===== src/rtl/core/pelog_pkg.sv =====
// Shared types and constants for the protected event ring log.
package pelog_pkg;

  typedef enum logic [1:0] {
    CMD_INIT  = 2'd0,
    CMD_LOG   = 2'd1,
    CMD_READ  = 2'd2,
    CMD_CLEAR = 2'd3
  } cmd_e;

  typedef enum logic [1:0] {
    KIND_ACK = 2'd0,
    KIND_REC = 2'd1,
    KIND_END = 2'd2
  } kind_e;

  typedef enum logic [1:0] {
    STAT_DONE    = 2'd0,
    STAT_DROPPED = 2'd1,
    STAT_IGNORED = 2'd2
  } status_e;

  localparam logic [1:0] CLS_CRITICAL = 2'd0;
  localparam logic [1:0] CLS_INFO     = 2'd2;

  typedef enum logic [2:0] {
    S_IDLE,
    S_LOG_CHK,
    S_RD_ISSUE,
    S_RD_CHECK,
    S_RD_END,
    S_CLR_ISSUE,
    S_CLR_CHECK
  } state_e;

  // One classified command word, as it travels from front to back.
  typedef struct packed {
    cmd_e        cmd;
    logic [15:0] id;
    logic [1:0]  cls;
    logic [63:0] payload;
    logic [5:0]  limit;
    logic [31:0] now;
  } op_t;

  // One ring slot as held in memory, valid flag included.
  typedef struct packed {
    logic        vld;
    logic [1:0]  cls;
    logic [15:0] id;
    logic [31:0] ts;
    logic [63:0] payload;
  } slot_t;

  // Queue status toward the back end.
  typedef struct packed {
    logic empty;
    logic full;
  } q_stat_t;

endpackage


===== src/rtl/core/pelog_front.sv =====
// Front end: classify a command word, trim its payload and clip its read limit.
module pelog_front #(
  parameter int PAYLOAD_BYTES = 8,
  parameter int MAX_READ      = 63
) (
  input  logic [1:0]       command_i,
  input  logic [15:0]      event_id_i,
  input  logic [1:0]       event_class_i,
  input  logic [63:0]      payload_i,
  input  logic [7:0]       payload_length_i,
  input  logic [5:0]       read_limit_i,
  input  logic [31:0]      time_now_i,
  input  logic [15:0]      boot_id_i,
  output pelog_pkg::op_t   op_o
);

  localparam logic [7:0] PayBytes = 8'(PAYLOAD_BYTES);
  localparam logic [5:0] MaxRead  = 6'(MAX_READ);

  logic [7:0]  nbytes;
  logic [63:0] pay_m;
  logic [5:0]  limit_c;

  assign nbytes  = (payload_length_i > PayBytes) ? PayBytes : payload_length_i;
  assign limit_c = (read_limit_i > MaxRead) ? MaxRead : read_limit_i;

  // Zero every byte at or beyond the clipped length.
  always_comb begin
    for (int b = 0; b < 8; b++) begin
      pay_m[b*8 +: 8] = (8'(b) < nbytes) ? payload_i[b*8 +: 8] : 8'd0;
    end
  end

  always_comb begin
    op_o.cmd     = pelog_pkg::cmd_e'(command_i);
    op_o.id      = event_id_i;
    op_o.cls     = event_class_i;
    op_o.payload = pay_m;
    op_o.limit   = limit_c;
    op_o.now     = time_now_i;
    // Init logs the boot id as an info record with no payload.
    if (op_o.cmd == pelog_pkg::CMD_INIT) begin
      op_o.id      = boot_id_i;
      op_o.cls     = pelog_pkg::CLS_INFO;
      op_o.payload = 64'd0;
    end
  end

endmodule


===== config.mk =====
export PLATFORM = sky130hd
export DESIGN_NAME = pelog_front
export DESIGN_NICKNAME = d
export VERILOG_FILES = /design/src/rtl/core/pelog_pkg.sv /design/src/rtl/core/pelog_front.sv
export SDC_FILE = /design/constraint.sdc
export NUM_CORES = 1
export LEC_CHECK = 0
export BUFFER_PORTS_ARGS = -buffer_cell sky130_fd_sc_hd__buf_2
export CAP_MARGIN = 20
export CORE_AREA = 5 5 101 103
export DETAILED_ROUTE_END_ITERATION = 10
export DIE_AREA = 0 0 106 108
export GPL_TIMING_DRIVEN = 0
export PLACE_DENSITY = 0.53
export SETUP_SLACK_MARGIN = 0.4
export SLEW_MARGIN = 15
export SYNTH_ARGS = -nofsm -noshare
export SYNTH_HDL_FRONTEND = slang
export SYNTH_SLANG_ARGS = --single-unit

===== constraint.sdc =====
create_clock -name vclk -period 1.6
set_input_delay 0.16 -clock vclk [all_inputs]
set_output_delay 0.16 -clock vclk [all_outputs]
set_load 0.02 [all_outputs]

# ---- Word level (Yosys, flattened, before mapping)
# Cells that the tools add are included.
dict set report op_classes {
  reduce_logical 1
  mux 11
  magnitude_cmp 10
}
# operator count
set op_table {}
lappend op_table {{$mux W82} 1}
lappend op_table {{$mux W8} 9}
lappend op_table {{$lt A3 B8 Y1 const A} 4}
lappend op_table {{$lt A1 B8 Y1 const A} 2}
lappend op_table {{$lt A2 B8 Y1 const A} 2}
lappend op_table {{$gt A8 B4 Y1 const B} 1}
lappend op_table {{$gt A6 B6 Y1 const B} 1}
lappend op_table {{$mux W6} 1}
lappend op_table {{$logic_not A2 Y1} 1}
dict set report word_totals {
  wordCells 22
  ff_bits 0
}

# ---- Longest topological paths before layout
dict set report logic_depth {
  word_depth 5
  mapped_depth 4
  ltp_nobuf 3
}

# ---- Worst setup path before layout
# No wires, ideal clock.
dict set report synth_timing {
  path_kind {input to output}
  startpoint {input payload_length_i[7]}
  endpoint {output op_o[46] in the netlist's numbering}
  stages 3
  setup_slack_ps 120
  path_buffers 0
  t_arrival_ps 1320
  path_cell_list {nor4_4 or4b_4 and3_1}
}
# item line_no
set synth_rtl {}
lappend synth_rtl {{start, declared} pelog_front.sv:10} ;# input logic [7:0] payload_length_i,
lappend synth_rtl {{end, declared} pelog_front.sv:14} ;# output pelog_pkg::op_t op_o

==> key figures <==
Run status
  – Outcome: finished with violations
  – Failing checks: setup timing

Detailed routing
  – Post-Route WL: 7.720 mm
  – # DRC: 0
  – DRT Pass-1 Iters: 4
  – DR vias/cell: 4.120
  – WL per Instance: 15.38 µm
  – DRT iter0 DRCs: 65
  – Total number of vias: 2,068
  – Final ANT Viol Nets: 0

Final layout
  – CLK BUF: 0
  – Synth-to-Final Area Change: 239.4%
  – Commonest cells after routing, fill and taps aside: buf_2, buf_6, and3_4
  – Seq cells: 0
  – Core Util, Final: 38.19%
  – Storage cell area: 0 µm²
  – Share of layout cells above drive strength 1: 92.58%
  – Nets: 539
  – Final instance area: 0.003478 mm²
  – Diodes inserted: 0
  – Commonest non-fill, non-tap cell in the layout: buf_2

Floorplan
  – Core Area: 0.009109 mm²
  – Die ar.: 0.01145 mm²
  – Die Wd: 106 µm
  – Starting Density: 11.25%
  – FP Rows: 35
  – IO Pins: 268
  – Overall die height: 108 µm

Worst setup path
  – Cell mode on critical path: buf_6
  – Worst Setup Path Type: input port to output pin
  – CP endpoint kind: output pin
  – Worst Setup Start Kind: input port
  – Critical Path Max Stage Delay: 0.53 ns
  – CP max-delay cell: or4b_4
  – Crit path DAT: 1.51 ns
  – Crit-path max FO: 8
  – CP Data Required Time: 1.44 ns
  – Critical-path cell list: buf_6 -> nor4_4 -> buf_4 -> or4b_4 -> and3_4 -> buf_6

Timing
  – Final Cycle Share: 104.3%
  – Final setup violation count: 24
  – Tmin final: 1.669 ns
  – Setup slack after layout: -0.06864 ns
  – Max frequency: 599.3 MHz
  – Slew Limit Headroom: 72.77%
  – Unrepaired setup endpoints after global routing: yes
  – Tightest Pin Transition: 0.4084 ns
  – Pins over their slew limit: 0
  – Hold Violations, Final: 0

Yosys
  – Sequential area share after synthesis: 0%
  – Cell variety after synth: 18
  – Avg Cell Area, Syn: 7.019 µm²
  – Synth warnings: 0
  – Mapped Nets: 292
  – Top cell type's share of synthesized area: 39.07%
  – Cells after synthesis: 146
  – Top cells by area, synth: and3_1, buf_4, mux2_2
  – Cell taking the most area after synthesis: and3_1
  – Mapped Area: 0.001025 mm²

Placement
  – Area after DPL: 0.002417 mm²
  – Pre-CTS WS: -0.2735 ns
  – IO buf count: 230
  – Post-DP HPWL: 5.860 mm
  – RD Place Congestion: 0.6993

Power and ir drop
  – VDD IR max: 0.0001443 V
  – Total power: 0.001223 W
  – Power per cell area: 351.7 mW/mm²
  – Pleak: 1.899 nW

Global routing
  – Initial antenna violation count: 0
  – Largest net degree at the start of global routing: 11
  – Total Routing Usage GR: 11.06%
  – First-pass GRT wire length: 10.57 mm
  – Vias in the first global route: 2,124
  – Grt ovf: 0

Worst hold path
  – Hold Path Class: input port to output pin

Flow run
  – Max-cap violations: 0

Clock network
  – Hold buffers post-CTS: 0
-- worst paths after layout --
path,startpoint,to,slack (ns),depth (start not counted)
min,read_limit_i[3],op_o[35],0.53,2
max,payload_length_i[7],op_o[48],-0.07,6
-- layout make-up --
| class | count | area [µm²] |
|---|---|---|
| Buffer | 49 | 394.1 |
| Timing Repair Buffer | 245 | 1884 |
| Tap cell | 111 | 138.9 |
| Fill cell | 911 | 5630 |
| Multi-Input combinational cell | 97 | 1061 |
-- kinds of logic (layout without fill, tap and decap cells) --
kind of cell / after synthesis / count (layout) / share of synthesized area (%)
buffers and inverters: 49 / 294 / 30.52
muxes: 16 / 16 / 17.58
AOI/OAI and AO/OA: 2 / 2 / 0.9759
and+or+nand+nor: 79 / 79 / 50.92
-- cells in the mapped netlist (all sizes together), types with 5 or more instances --
master / n
and3: 64
buf: 35
mux2: 16
clkbuf: 14
nand3b: 5
-- power breakdown --
group          leakage, nW  total [W]  internal [W]  switching [W]
Clock                    0          0             0              0
Combinational         1.90    0.00122      0.000700       0.000523
Sequential               0          0             0              0
-- routing by layer --
metal | part of all wire, % | vias to the layer above | global-route usage, %
met3 | 7.3 | 12 | 1.910
met5 | 0 | - | 0
met4 | 1.6 | 0 | 1.665
met2 | 58 | 126 | 23.18
li1 | - | 981 | -
met1 | 33 | 949 | 11.54
-- worst max-delay path: cells and delay by family --
family	cells	cell delay (ns)
buf+inv	3	0.39
simple gates	3	0.95
-- per-stage QoR --
stage,setup TNS [ns],hold WS (ns),cells
3_5_place_dp,-9.753,0.5291,487
3_3_place_gp,-6.674,0.5299,487
5_1_grt,-2.364,0.5413,502
2_1_floorplan,0,0.4326,146
6_report,-0.7471,0.5301,502
4_1_cts,-0.9292,0.5313,500
-- what timing repair did --
item                       4_1_cts  5_1_grt
setup endpoints to repair       82       82
gates resized for setup        211       34
setup buffers                    9        2
pin swaps                       35       15
gates cloned                     4        0
Power figures use the tool's default switching activity.
