### src/rtl/core/pelog_pkg.sv
// Shared types and constants for the protected event ring log.
package pelog_pkg;

  typedef enum logic [1:0] {
    CMD_INIT  = 2'd0,
    CMD_LOG   = 2'd1,
    CMD_READ  = 2'd2,
    CMD_CLEAR = 2'd3
  } cmd_e;

  typedef enum logic [1:0] {
    KIND_ACK = 2'd0,
    KIND_REC = 2'd1,
    KIND_END = 2'd2
  } kind_e;

  typedef enum logic [1:0] {
    STAT_DONE    = 2'd0,
    STAT_DROPPED = 2'd1,
    STAT_IGNORED = 2'd2
  } status_e;

  localparam logic [1:0] CLS_CRITICAL = 2'd0;
  localparam logic [1:0] CLS_INFO     = 2'd2;

  typedef enum logic [2:0] {
    S_IDLE,
    S_LOG_CHK,
    S_RD_ISSUE,
    S_RD_CHECK,
    S_RD_END,
    S_CLR_ISSUE,
    S_CLR_CHECK
  } state_e;

  // One classified command word, as it travels from front to back.
  typedef struct packed {
    cmd_e        cmd;
    logic [15:0] id;
    logic [1:0]  cls;
    logic [63:0] payload;
    logic [5:0]  limit;
    logic [31:0] now;
  } op_t;

  // One ring slot as held in memory, valid flag included.
  typedef struct packed {
    logic        vld;
    logic [1:0]  cls;
    logic [15:0] id;
    logic [31:0] ts;
    logic [63:0] payload;
  } slot_t;

  // Queue status toward the back end.
  typedef struct packed {
    logic empty;
    logic full;
  } q_stat_t;

endpackage

### src/rtl/core/pelog_fifo.sv
// Two-entry queue of classified command words between front and back.
module pelog_fifo (
  input  logic               clk_i,
  input  logic               rst_ni,
  input  logic               push_i,
  input  pelog_pkg::op_t     op_i,
  input  logic               pop_i,
  output pelog_pkg::op_t     op_o,
  output pelog_pkg::q_stat_t stat_o
);

  pelog_pkg::op_t ent_q [2];
  logic           wp_q, wp_d, rp_q, rp_d;
  logic [1:0]     cnt_q, cnt_d;

  assign stat_o.empty = (cnt_q == 2'd0);
  assign stat_o.full  = (cnt_q == 2'd2);
  assign op_o         = ent_q[rp_q];

  always_comb begin
    wp_d  = push_i ? ~wp_q : wp_q;
    rp_d  = pop_i ? ~rp_q : rp_q;
    cnt_d = cnt_q + 2'(push_i) - 2'(pop_i);
  end

  always_ff @(posedge clk_i) begin
    if (push_i) begin
      ent_q[wp_q] <= op_i;
    end
  end

  always_ff @(posedge clk_i or negedge rst_ni) begin
    if (!rst_ni) begin
      wp_q  <= 1'b0;
      rp_q  <= 1'b0;
      cnt_q <= 2'd0;
    end else begin
      wp_q  <= wp_d;
      rp_q  <= rp_d;
      cnt_q <= cnt_d;
    end
  end

endmodule

### config.mk
export PLATFORM = sky130hd
export DESIGN_NAME = pelog_fifo
export DESIGN_NICKNAME = d
export VERILOG_FILES = /design/src/rtl/core/pelog_pkg.sv /design/src/rtl/core/pelog_fifo.sv
export SDC_FILE = /design/constraint.sdc
export NUM_CORES = 1
export LEC_CHECK = 0
export BUFFER_PORTS_ARGS = -buffer_cell sky130_fd_sc_hd__buf_2
export CAP_MARGIN = 20
export CORE_MARGIN = 3
export CORE_UTILIZATION = 42
export DETAILED_ROUTE_END_ITERATION = 6
export MAX_ROUTING_LAYER = met4
export PLACE_DENSITY = 0.63
export SLEW_MARGIN = 20
export SYNTH_ARGS = -nofsm -noshare
export SYNTH_HDL_FRONTEND = slang
export SYNTH_SLANG_ARGS = --single-unit
### constraint.sdc
create_clock -name clk_i -period 8.4 [get_ports clk_i]
set_input_delay 0.42 -clock clk_i [delete_from_list [all_inputs] [get_ports clk_i]]
set_output_delay 0.42 -clock clk_i [all_outputs]
set_load 0.02 [all_outputs]
* Word-level counts from Yosys, hierarchy flattened
Memories as Yosys holds them, arrays and structs flattened. Cells that the tools add are included.
Word-level totals: memory bits (writable) 244, output and inout port bits 124, word-level logic and storage cells 12, memories 1, flip-flop bits (word level) 4, input port bits 126
Memory list:
- ent_q | words 2, width 122, rd ports 1, clocked after memory_dff 0, wr ports 1, line pelog_fifo.sv:12 | pelog_pkg::op_t ent_q [2];
Cells by class: bitwise logic cells 2, reductions and logical operators 1, equality and inequality tests 1, mux-type cells 2, add/sub/neg operators 2
Operators by type and width (count):
- 2-bit by 1-bit adder with 2-bit output | 1
- 2-bit == test (second input constant) | 1
- 2-bit logical NOT | 1
- 1-bit 2-to-1 mux | 2
- 1-bit inverter | 2
- 2-bit by 1-bit subtractor with 2-bit output | 1

* Logic depth before layout (Yosys ltp)
depth in word-level cells 2, depth in mapped cells 5, mapped depth without buffers 5

* Worst setup path after synthesis
Ideal clock, no wire load.
path type register -> register, from reg wp_q, to mem ent_q[0][0] in the netlist's numbering, enable pin, path buffers 0, clock period less this slack 6.414 ns, stages on the path, launching flop included 2, setup time 0.619 ns, data arrival time 5.795 ns, data required time 7.781 ns, path slack 1.986 ns, cells stage by stage dfrtp_1 nor2b_1
RTL lines:
- start: declaration | line pelog_fifo.sv:13 | logic wp_q, wp_d, rp_q, rp_d;
- start signal: assignment | line pelog_fifo.sv:38 | wp_q <= wp_d;
- end: declaration | line pelog_fifo.sv:12
Straight into the memory's write port.

==> out/qor.txt <==
Wire length of the first global-routing pass = 26,700 um
Worst setup slack after layout = 4.85 ns
Input/output buffers = 249
Finished Cell Area = 11,600 um^2
Shortest period the worst path allows = 3.55 ns
Total design power = 4140 uW
Initial antenna violation count = 2
Floorplan core area = 21,400 um^2
Effective utilization at floorplan = 43.5%
Number of buffers added by the clock tree synthesis step = 27
Area fraction of the dominant cell type after synthesis = 78.9%
Worst Skew = 0.00599 ns
Count of boundary I/O pins = 250
Routed Wire Length = 17,500 um
First-pass iteration count of the detailed router = 4
Mean area per synthesized cell = 23.5 um^2
Register clock-pin slew on the reported worst setup and hold paths = 0.06 ns
Biggest area consumer among synthesized cells = edfxtp_1
Area fraction in compound gates after synthesis = 0%
WL/cell = 18.3 um
Post-synthesis sequential element count = 248
Critical Path Fanout Max = 64
Maximum ir drop on the vdd rail = 0.220 mV
Critical path launch point type = flip-flop
Outcome = complete, no violations
Drt drc = 0
Setup Total Neg Slack = 0 ns
Main combinational cell family by area after synthesis = multiplexers
Layout net count = 792
Routability congestion estimate from global placement = 0.727
Maximum level of the CTS H-tree = 1
Post-detailed-placement cell area = 10,800 um^2
Part of the cycle the worst path needs = 42.2%
CP required = 7.98 ns
Actual slew at the worst max-slew pin = 1.02 ns
Share of layout cells above drive strength 1 = 60.4%
Mux share of post-synthesis cell area = 17.6%
Total routing usage reported by global routing = 14.4%
Worst setup slack after placement = 5.30 ns
Core occupancy in the finished layout = 54.4%
Net count after synthesis = 523
Number of pins with negative max-slew slack in the final report = 0
Resized cells post-CTS = 0
Number of hold violations in the final report = 0
Type of element capturing the critical path = output port
RSZ-0062 raised after global routing = false
Die Y = 155 um
Crit path kind = reg -> out
Remaining antenna violation count = 0
CTS tree = done
Unique masters post-synth = 14
Pwr dens = 356 nW/um^2
Xor and xnor fraction of the mapped netlist area = 0.444%
Master cell of the clock root buffer = clkbuf_16
Number of core rows = 53
Overflow left after global routing = 0
Worst hold-check path type = in -> reg
Summed instance area of the synthesized netlist = 9290 um^2
Gate count of the mapped netlist = 395
Share of synthesized cell area in full adder, half adder and majority cells = 0.269%
Worst-case clock buffer depth = 3
Worst relative slew slack = 32.1%
Filler instances = 1,699
Total leakage power = 0.00457 uW
Area overhead of the layout relative to synthesis = 25.0%
Horizontal extent of the die = 155 um
Fraction of the mapped netlist area in simple logic gates = 0.242%
Arrival @ worst endpoint = 3.13 ns
Vias per inst = 4.81
Sequential element share of the synthesized area = 79.9%
Area enclosed by the die boundary = 23,900 um^2
Number of max-cap violations = 0
Synthesis warning total = 0
Clock sink count = 248
Number of global-route vias before repair = 4,932
Detailed-route via count = 4,609
Achievable frequency = 0.282 GHz
Number of DRC markers after the initial detailed-route iteration = 197
HPWL after detailed placement = 11,500 um
Maximum number of pins on one net before global-route repair = 86
Setup violation total in the final timing report = 0
Worst skew pair latency = 0.50 ns
Top cells by area, synth = edfxtp_1 (79%), mux2_4 (11%), mux2_2 (6.3%)
## cells in the mapped netlist
library cell	count
edfxtp_1	244
mux2_4	70
mux2_2	52
buf_6	8
buf_2	5
dfrtp_1	4
ha_1	2
inv_1	2
nor2b_1	2
xor2_1	2
and2_1	1
buf_8	1
nor2_1	1
xor3_1	1
## cell type report
cell class	instances	area (um^2)	area share, %
clock inverter	5	51.3	0.442
clock buffer	41	748	6.44
inverter	2	7.51	0.0646
antenna	2	5.00	0.0431
sequential	248	7430	64.0
multi-input combinational	131	1740	14.9
timing repair buffer	254	1290	11.1
tap	275	344	2.96
## per-stage QoR
stage / hold WS [ns] / instances
finish: 0.0979 / 958
global route: 0.0747 / 958
CTS: 0.0674 / 956
detailed placement: 0.239 / 909
global placement: 0.231 / 909
floorplan: 0.124 / 395
## repair_timing
action | 4_1_cts | 5_1_grt
setup endpoints to repair | 0 | 0
hold buffers | 1 | 0
setup buffers | 0 | 0
endpoints found under the hold margin | 4 | 0
## registers in the layout, summed over array words and instances, names as in the netlist
signal,count
rp_q,1
ent_q,244
wp_q,1
cnt_q,2
## power by group
group	leakage [uW]	internal, uW	switching (uW)
sequential	0.00234	1650	126
combinational	0.00185	577	723
clock	0.000385	638	429
## cell usage in the layout (no fill, tap or decap), types with 3 or more instances in the layout
master	Yosys	final
dfrtp_1	4	3
clkbuf_1	0	12
mux2_2	52	52
buf_2	5	249
edfxtp_1	244	244
mux2_4	70	70
clkbuf_16	0	27
## path summary, 6_finish.rpt
kind	from	end	slack [ns]	depth (start not counted)
min reg2reg	wp_q	wp_q	0.54	1
min	op_i[28]	ent_q[0][28]	0.1	1
max reg2reg	wp_q	ent_q[1][24]	6.27	2
min in group asynchronous	rst_ni	cnt_q[1]	0.25	2
max in group asynchronous	rst_ni	rp_q	8.00	2
max	rp_q	op_o[30]	4.85	3
## metal layers
metal	vias to the layer above	share of wire, %	global-route usage, %
li1	2108	-	-
met1	2271	41	18.5
met2	194	48	23.2
met3	36	8.3	3.55
met4	0	2.6	3.91
met5	-	0	-
## logic make-up after synthesis
kind of cell	after synthesis
DFF	248
muxes	122
buffers and inverters	16
and+or+nand+nor	4
xor gates and xnor gates	3
adders and majority gates	2
## critical path, stage by stage (launching register included)
cell and delay [ns]:
dfrtp_4 1.07, buf_4 0.92, mux2_2 0.42, buf_2 0.16
(Power assumes the default switching activity.)
